==> src/design/spa_pkg.sv <==
// Shared constants, types and step functions for the sphere projected area pipeline.
package spa_pkg;

    localparam int FRAC_BITS  = 16;
    localparam int FW         = 2 * FRAC_BITS;
    localparam int DIV_STEPS  = 64;
    localparam int SQRT_STEPS = 32;
    localparam int NUM_REGS   = 7;

    localparam logic [63:0] ONE_Q   = 64'd1 << FRAC_BITS;
    localparam logic [63:0] EPS_Q   = ((64'd1 << FW) + 64'd99999) / 64'd100000;
    localparam logic [31:0] PI4_Q32 = 32'd3373259426;

    // Register indexes of the configuration port
    localparam logic [2:0] REG_ROW0_A = 3'd0;
    localparam logic [2:0] REG_ROW0_B = 3'd1;
    localparam logic [2:0] REG_ROW1_A = 3'd2;
    localparam logic [2:0] REG_ROW1_B = 3'd3;
    localparam logic [2:0] REG_ROW2_A = 3'd4;
    localparam logic [2:0] REG_ROW2_B = 3'd5;
    localparam logic [2:0] REG_COT    = 3'd6;

    // Outcome codes
    localparam logic [2:0] OUT_NO_RADIUS = 3'd0;
    localparam logic [2:0] OUT_BEHIND    = 3'd1;
    localparam logic [2:0] OUT_INSIDE    = 3'd2;
    localparam logic [2:0] OUT_DEGEN     = 3'd3;
    localparam logic [2:0] OUT_COMPUTED  = 3'd4;

    typedef struct packed {
        logic [2:0] outcome;
        logic       sat;
    } meta_t;

    // One restoring division step: returns {remainder, shifted dividend with quotient bit}
    function automatic logic [127:0] div_step(input logic [63:0] r, input logic [63:0] w,
                                              input logic [63:0] d);
        logic [64:0] t;
        logic        ge;
        t  = {r, w[63]};
        ge = (t >= {1'b0, d});
        if (ge) begin
            t = t - {1'b0, d};
        end
        return {t[63:0], w[62:0], ge};
    endfunction

    // One digit of the integer square root: returns {remainder, root}
    function automatic logic [127:0] sqrt_step(input logic [63:0] v, input logic [63:0] res,
                                               input logic [63:0] bitv);
        logic [63:0] trial;
        logic [63:0] v_n;
        logic [63:0] res_n;
        trial = res + bitv;
        if (v >= trial) begin
            v_n   = v - trial;
            res_n = (res >> 1) + bitv;
        end else begin
            v_n   = v;
            res_n = res >> 1;
        end
        return {v_n, res_n};
    endfunction

endpackage

==> src/design/spa_sqrt.sv <==
// Pipelined integer square root, one root bit per stage.
module spa_sqrt (
    input  logic            aclk,
    input  logic            aresetn,
    input  logic            adv,
    input  logic            in_valid,
    input  spa_pkg::meta_t  in_meta,
    input  logic [63:0]     radicand,
    input  logic [63:0]     in_a,
    output logic            out_valid,
    output spa_pkg::meta_t  out_meta,
    output logic [31:0]     root,
    output logic [63:0]     out_a
);
    import spa_pkg::*;

    logic        vld_reg  [0:SQRT_STEPS];
    meta_t       meta_reg [0:SQRT_STEPS];
    logic [63:0] v_reg    [0:SQRT_STEPS];
    logic [63:0] res_reg  [0:SQRT_STEPS];
    logic [63:0] a_reg    [0:SQRT_STEPS];

    // Stage inputs
    always_comb begin
        vld_reg[0]  = in_valid;
        meta_reg[0] = in_meta;
        v_reg[0]    = radicand;
        res_reg[0]  = 64'd0;
        a_reg[0]    = in_a;
    end

    // Resolve one root bit per stage, highest first
    for (genvar g = 0; g < SQRT_STEPS; g++) begin : g_step
        localparam logic [63:0] BITV = 64'd1 << (62 - 2 * g);
        logic [127:0] st;

        assign st = sqrt_step(v_reg[g], res_reg[g], BITV);

        always_ff @(posedge aclk) begin
            if (!aresetn) begin
                vld_reg[g+1] <= 1'b0;
            end else if (adv) begin
                vld_reg[g+1] <= vld_reg[g];
            end
        end

        always_ff @(posedge aclk) begin
            if (adv) begin
                meta_reg[g+1] <= meta_reg[g];
                v_reg[g+1]    <= st[127:64];
                res_reg[g+1]  <= st[63:0];
                a_reg[g+1]    <= a_reg[g];
            end
        end
    end

    assign out_valid = vld_reg[SQRT_STEPS];
    assign out_meta  = meta_reg[SQRT_STEPS];
    assign root      = res_reg[SQRT_STEPS][31:0];
    assign out_a     = a_reg[SQRT_STEPS];

endmodule

==> config.mk <==
export PLATFORM = sky130hd
export DESIGN_NAME = spa_sqrt
export DESIGN_NICKNAME = d
export VERILOG_FILES = /design/src/design/spa_pkg.sv /design/src/design/spa_sqrt.sv
export SDC_FILE = /design/constraint.sdc
export NUM_CORES = 2
export LEC_CHECK = 0
export BUFFER_PORTS_ARGS = -buffer_cell sky130_fd_sc_hd__buf_4
export CORE_MARGIN = 4
export CORE_UTILIZATION = 42
export CTS_CLUSTER_DIAMETER = 30
export DETAILED_ROUTE_END_ITERATION = 8
export GPL_ROUTABILITY_DRIVEN = 0
export MAX_ROUTING_LAYER = met4
export SYNTH_ARGS = -nofsm -noshare
export SYNTH_HDL_FRONTEND = slang
export SYNTH_SLANG_ARGS = --single-unit
==> constraint.sdc <==
create_clock -name aclk -period 3.34 [get_ports aclk]
set_input_delay 0 -clock aclk [delete_from_list [all_inputs] [get_ports aclk]]
set_output_delay 0 -clock aclk [all_outputs]
set_load 0.005 [all_outputs]
---- Word level (Yosys, flattened, before mapping) ----
Cells that the tools add are included.
storage, ports and cells
  bits in registers ....................... 6208
  output and inout port bits .............. 101
  word-level logic and storage cells ...... 409
operators by class
  add/sub/neg operators ................... 93
  order comparisons ....................... 32
  mux-type cells .......................... 63
operators with widths
  operator                                        number
  greater-or-equal comparator 64 bit              31
  two-way mux 64 bit                              31
  two-way mux 63 bit                              31
  subtractor 64 bit                               30
  adder 63 x 11 -> 64 bit, second input constant  1
  adder 63 x 13 -> 64 bit, second input constant  1
  adder 63 x 15 -> 64 bit, second input constant  1
  adder 63 x 17 -> 64 bit, second input constant  1
  adder 63 x 19 -> 64 bit, second input constant  1
  adder 63 x 21 -> 64 bit, second input constant  1
  adder 63 x 23 -> 64 bit, second input constant  1
  adder 63 x 25 -> 64 bit, second input constant  1
  adder 63 x 27 -> 64 bit, second input constant  1
  adder 63 x 29 -> 64 bit, second input constant  1
  adder 63 x 3 -> 64 bit, second input constant   1
  adder 63 x 31 -> 64 bit, second input constant  1
  adder 63 x 33 -> 64 bit, second input constant  1
  adder 63 x 35 -> 64 bit, second input constant  1
  adder 63 x 37 -> 64 bit, second input constant  1
  adder 63 x 39 -> 64 bit, second input constant  1
  adder 63 x 41 -> 64 bit, second input constant  1
  adder 63 x 43 -> 64 bit, second input constant  1
  adder 63 x 45 -> 64 bit, second input constant  1
  adder 63 x 47 -> 64 bit, second input constant  1
  45 further kinds                                45

---- Logic depth before layout (Yosys ltp) ----
  depth in word-level cells ............... 3
  depth in mapped cells ................... 14
  mapped depth without buffers ............ 13

---- Worst setup path before layout ----
Ideal clock, no wire load.
  kind .................................... reg-to-reg
  from .................................... register v_reg[924] (netlist name)
  to ...................................... register v_reg[886] (netlist name), data pin
  setup time .............................. 0.258 ns
  arrival time ............................ 3.012 ns
  data required time ...................... 3.082 ns
  setup slack ............................. 0.070 ns
  cell stages (with the launch flop) ...... 11
  clock period less this slack ............ 3.270 ns
  path through ............................ edfxtp_1 -> ha_1 -> nor2b_1 -> o21a_1 -> o21a_1 -> o31a_1 -> o21ai_1 -> a21oi_1 -> nor4b_1 -> or3b_2 -> xnor2_1
between the ends
  longest elaborated chain between the ends .. 2
  elaborated cells between the ends (all ways) .. 3
  those cells by class .................... add/sub: 1; order compare: 1; mux: 1
ends and longest elaborated chain
  element                                                                  line                          source
  start: declaration                                                       spa_sqrt.sv:19                logic [63:0] v_reg [0:SQRT_STEPS];
  start signal: indexed assignment                                         spa_sqrt.sv:50                v_reg[g+1] <= st[127:64];
  subtractor 64 bit or greater-or-equal comparator 64 bit (tied branches)  spa_pkg.sv:56, spa_pkg.sv:55
  two-way mux 64 bit (*)                                                   spa_pkg.sv:55                 if (v >= trial) begin
  named net g_step[18].st[118]                                             spa_sqrt.sv:35                logic [127:0] st;
Mark *: on every way through the listed nets, which the timed path passes. The rest lies on a longest branch.
A chain may end at the register's enable or synchronous reset.

---- Worst setup path in the final report ----
  from .................................... register v_reg[436] (netlist name)
  to ...................................... register v_reg[370] (netlist name), data pin
between the ends
  longest elaborated chain between the ends .. 2
ends and longest elaborated chain
  element                             line
  greater-or-equal comparator 64 bit  spa_pkg.sv:55
  two-way mux 64 bit                  spa_pkg.sv:55
  named net g_step[26].st[114]        spa_sqrt.sv:35
The timed path passes the listed nets, and every way through them passes these cells.

==> reports/metrics.yaml <==
yosys:
  synth_area_leaders: "edfxtp_1 (75%), ha_1 (3.7%), xnor2_1 (2.3%)"
  synth_top_area_cell: "edfxtp_1"
  synth_edf_count: 4688
  ys_warn_count: 0
  synth_common_cells: "edfxtp_1 (4,688), nor2_1 (697), inv_1 (684), a21oi_1 (664), nand2_1 (563)"
  synthDistinctLibCells: 96
  seq_area_frac_synth: 0.753
  syn_area_per_cell_um2: 15.7
  async_flop_share: 0
  synth.most_common_cell: "edfxtp_1"
  ys_ff_latch: 4720
  syn_area_mm2: 0.188
  synth.top_cell.area_share: 0.750
  syn_inst: 12000
  syn_nets: 12700
  synthFlopType: "edfxtp_1"
clock_tree:
  cts_sinks: 4720
  cts_tree: "done"
  cts-root-buf: "clkbuf_16"
  clk_pin_slew_ns: 0.05
  max-clock-path-buffers: 4
  insertion_delay_ns: 1.10
  cts_buffers: 893
  htree_levels: 6
power_and_ir_drop:
  finalPower_mw: 192
  power.leakage_nw: 91.6
  p_per_area_mw_per_mm2: 786
  peakVddDrop_v: 0.000668
run:
  drv_cap: 0
global_route:
  grt-ovfl-total: 0
  grt_pass1_wl_um: 594000
  grt_pass1_vias: 108000
  antenna_found_initial: 6
  grt_util_all_layers: 0.169
  grt_max_degree: 124
setup_path:
  r2r_slack_ns: -0.05
  crit_start: "v_reg[436]$_DFFE_PP_"
  cp-end-kind: "flop"
  cp.required_ns: 4.12
  cpMaxStageDelayCell: "or4_4"
  path_max_fanout: 5
  cp_cell_sequence: "or4_4 > or4_4 > or4_4 > a311oi_2 > and4_1 > buf_6 > a31oi_4 > o211ai_1 > nor3_1 > xor2_1"
  r2r_cells: 10
  cpPeakStageDelay_ns: 0.55
  crit_top_cell: "or4_4"
  worstSetupStartpointType: "flop"
  cp.arrival_ns: 4.17
  worstSetupPathType: "reg -> reg"
  path_delay_family: "simple AND/OR/NAND/NOR gates"
  rr_endpoint: "v_reg[370]$_DFFE_PP_"
  rr_startpoint: "v_reg[436]$_DFFE_PP_"
  crit_buf_inv: 1
sta:
  slew_viol_final: 0
  grt_setup_unrepaired: "true"
  setup_ws_ns: -0.0482
  relSlewSlack: 0.257
  hold_viol_final: 0
  fmax_mhz: 295
  finalClockSkew_ns: 0.0945
  period_share: 1.01
  fin_crit_ns: 3.39
  setup_violations: 7
  tightestPinTransition_ns: 1.11
  setup_tns_ns: -0.139
finish:
  syn_to_final_growth_pct: 30.1
  drive_above_1_share: 0.241
  nNetsFinal: 15200
floorplan:
  io_pins: 237
  fp.dieH_um: 677
  fp.dieArea_mm2: 0.458
  core_mm2: 0.445
  rows: 245
  die_w_um: 677
  start_util: 0.422
routing:
  detail-route-antenna-nets: 0
  viasPerCell: 4.98
  wl_met2_um: 212000
  drc_errors: 0
  routedWlPerCell_um: 18.3
  initialDrtViolationCount: 6050
  first_pass_iters: 5
  routed.top_layer: "met4"
  dr_wl_met3_um: 15000
  wl_met1_um: 140000
  drt-total-wl_um: 388000
  via_count: 106000
place:
  hpwl_um: 269000
  pre_cts_ws_ns: -0.649
  port_buffers: 236
hold_path:
  hold_path_class: "in -> reg"
  holdPathEnd: "res_reg[2046]$_DFFE_PP_"
  hold_path.startpoint: "radicand[33]"
  worstHoldPathCells: 5
outcome:
  status: "finished, violations left"
  violations: "negative setup slack"
-- how the worst max path moves through the flow --
stage,endpoint,slack (ns),cells past startpoint
2_1_floorplan,v_reg[886]$_DFFE_PP_,0.07,10
4_1_cts,v_reg[234]$_DFFE_PP_,-0.13,13
5_1_grt,v_reg[373]$_DFFE_PP_,-0.16,10
3_3_place_gp,v_reg[435]$_DFFE_PP_,-0.62,13
3_5_place_dp,v_reg[443]$_DFFE_PP_,-0.65,13
6_report,v_reg[370]$_DFFE_PP_,-0.05,10
-- placed cells by master, fill, tap and decap left out, types with 39 or more instances in the layout --
cell type         n
nand3_1         144
clkbuf_16       907
nand4_1         167
or2_2            44
nor2_1          676
nand2b_1        109
inv_6           109
mux2_2           82
and3_1           42
o21a_1          103
buf_4          1467
inv_1           675
clkbuf_1         67
a21o_1          199
nor4_1          276
xnor2_1         489
nor2b_1         106
ha_1            513
bufinv_16       125
clkinvlp_4      113
clkinv_2        120
clkinv_4        111
clkinv_1         95
edfxtp_1       4688
nand3b_1         42
or3_1            85
nor3_1          234
dlygate4sd3_1   274
a31oi_1          57
a21oi_1         638
o21ai_0         358
mux2i_1          42
nand2_1         548
nor4b_1          47
xor2_1          378
buf_12           84
o21bai_1         39
or4_1            55
-- worst reg2reg max path, delay by kind of cell (launching register included) --
family	cells	cell delay, ns
AO/OA/AOI/OAI	3	0.61
XOR/XNOR	1	0.18
buffers and inverters	1	0.13
flip-flops	1	0.38
AND/OR/NAND/NOR	5	1.83
-- what timing repair did --
item	4_1_cts	5_1_grt
buffers inserted	26	71
gates resized for setup	210	385
endpoints found under the setup margin	468	561
gates cloned	2	13
hold endpoints to repair	2438	0
pin swaps	70	148
hold buffers	274	0
-- power breakdown --
part	leakage (nW)	internal, mW	total, mW	switching [mW]
logic	30.8	11.8	25.5	13.7
registers	45.7	72.4	75.9	3.51
clock network	15.0	59.5	90.5	30.9
-- logic make-up (layout without fill, tap and decap cells) --
family | after synthesis | in the layout | share of synthesized area
buf+inv | 961 | 4254 | 0.0209
compound gates | 1830 | 1831 | 0.0605
xor+xnor | 873 | 873 | 0.0407
other cells | 0 | 7 | 0
fa+ha+maj | 558 | 558 | 0.0372
mux | 125 | 125 | 0.00721
flops | 4720 | 4720 | 0.753
simple gates | 2904 | 2904 | 0.0804
-- routing by layer --
layer	up-vias	track usage
met3	1017	0.0275
met1	51100	0.169
li1	51100	-
met2	2389	0.313
met4	0	0.0886
met5	-	-
-- through the flow --
| step | util | instance area, um^2 | hold WS (ns) | instances |
|---|---|---|---|---|
| 5_1_grt | 0.548 | 244000 | 0.0468 | 21200 |
| 6_report | 0.548 | 244000 | 0.0972 | 21200 |
| 2_1_floorplan | - | 188000 | 0.0989 | 12000 |
| 3_3_place_gp | 0.463 | 206000 | 0.178 | 19100 |
| 4_1_cts | 0.543 | 242000 | 0.00457 | 21100 |
| 3_5_place_dp | 0.463 | 206000 | 0.179 | 19100 |
-- cell type report --
class	instances	area, um^2
sequential	4720	141000
tap	5928	7420
clock buffer	967	22800
timing repair buffer	1874	16100
multi-input combinational	6291	45300
antenna	7	17.5
clock inverter	725	8630
fill	35100	201000
inverter	688	2600
Power figures use the tool's default switching activity.
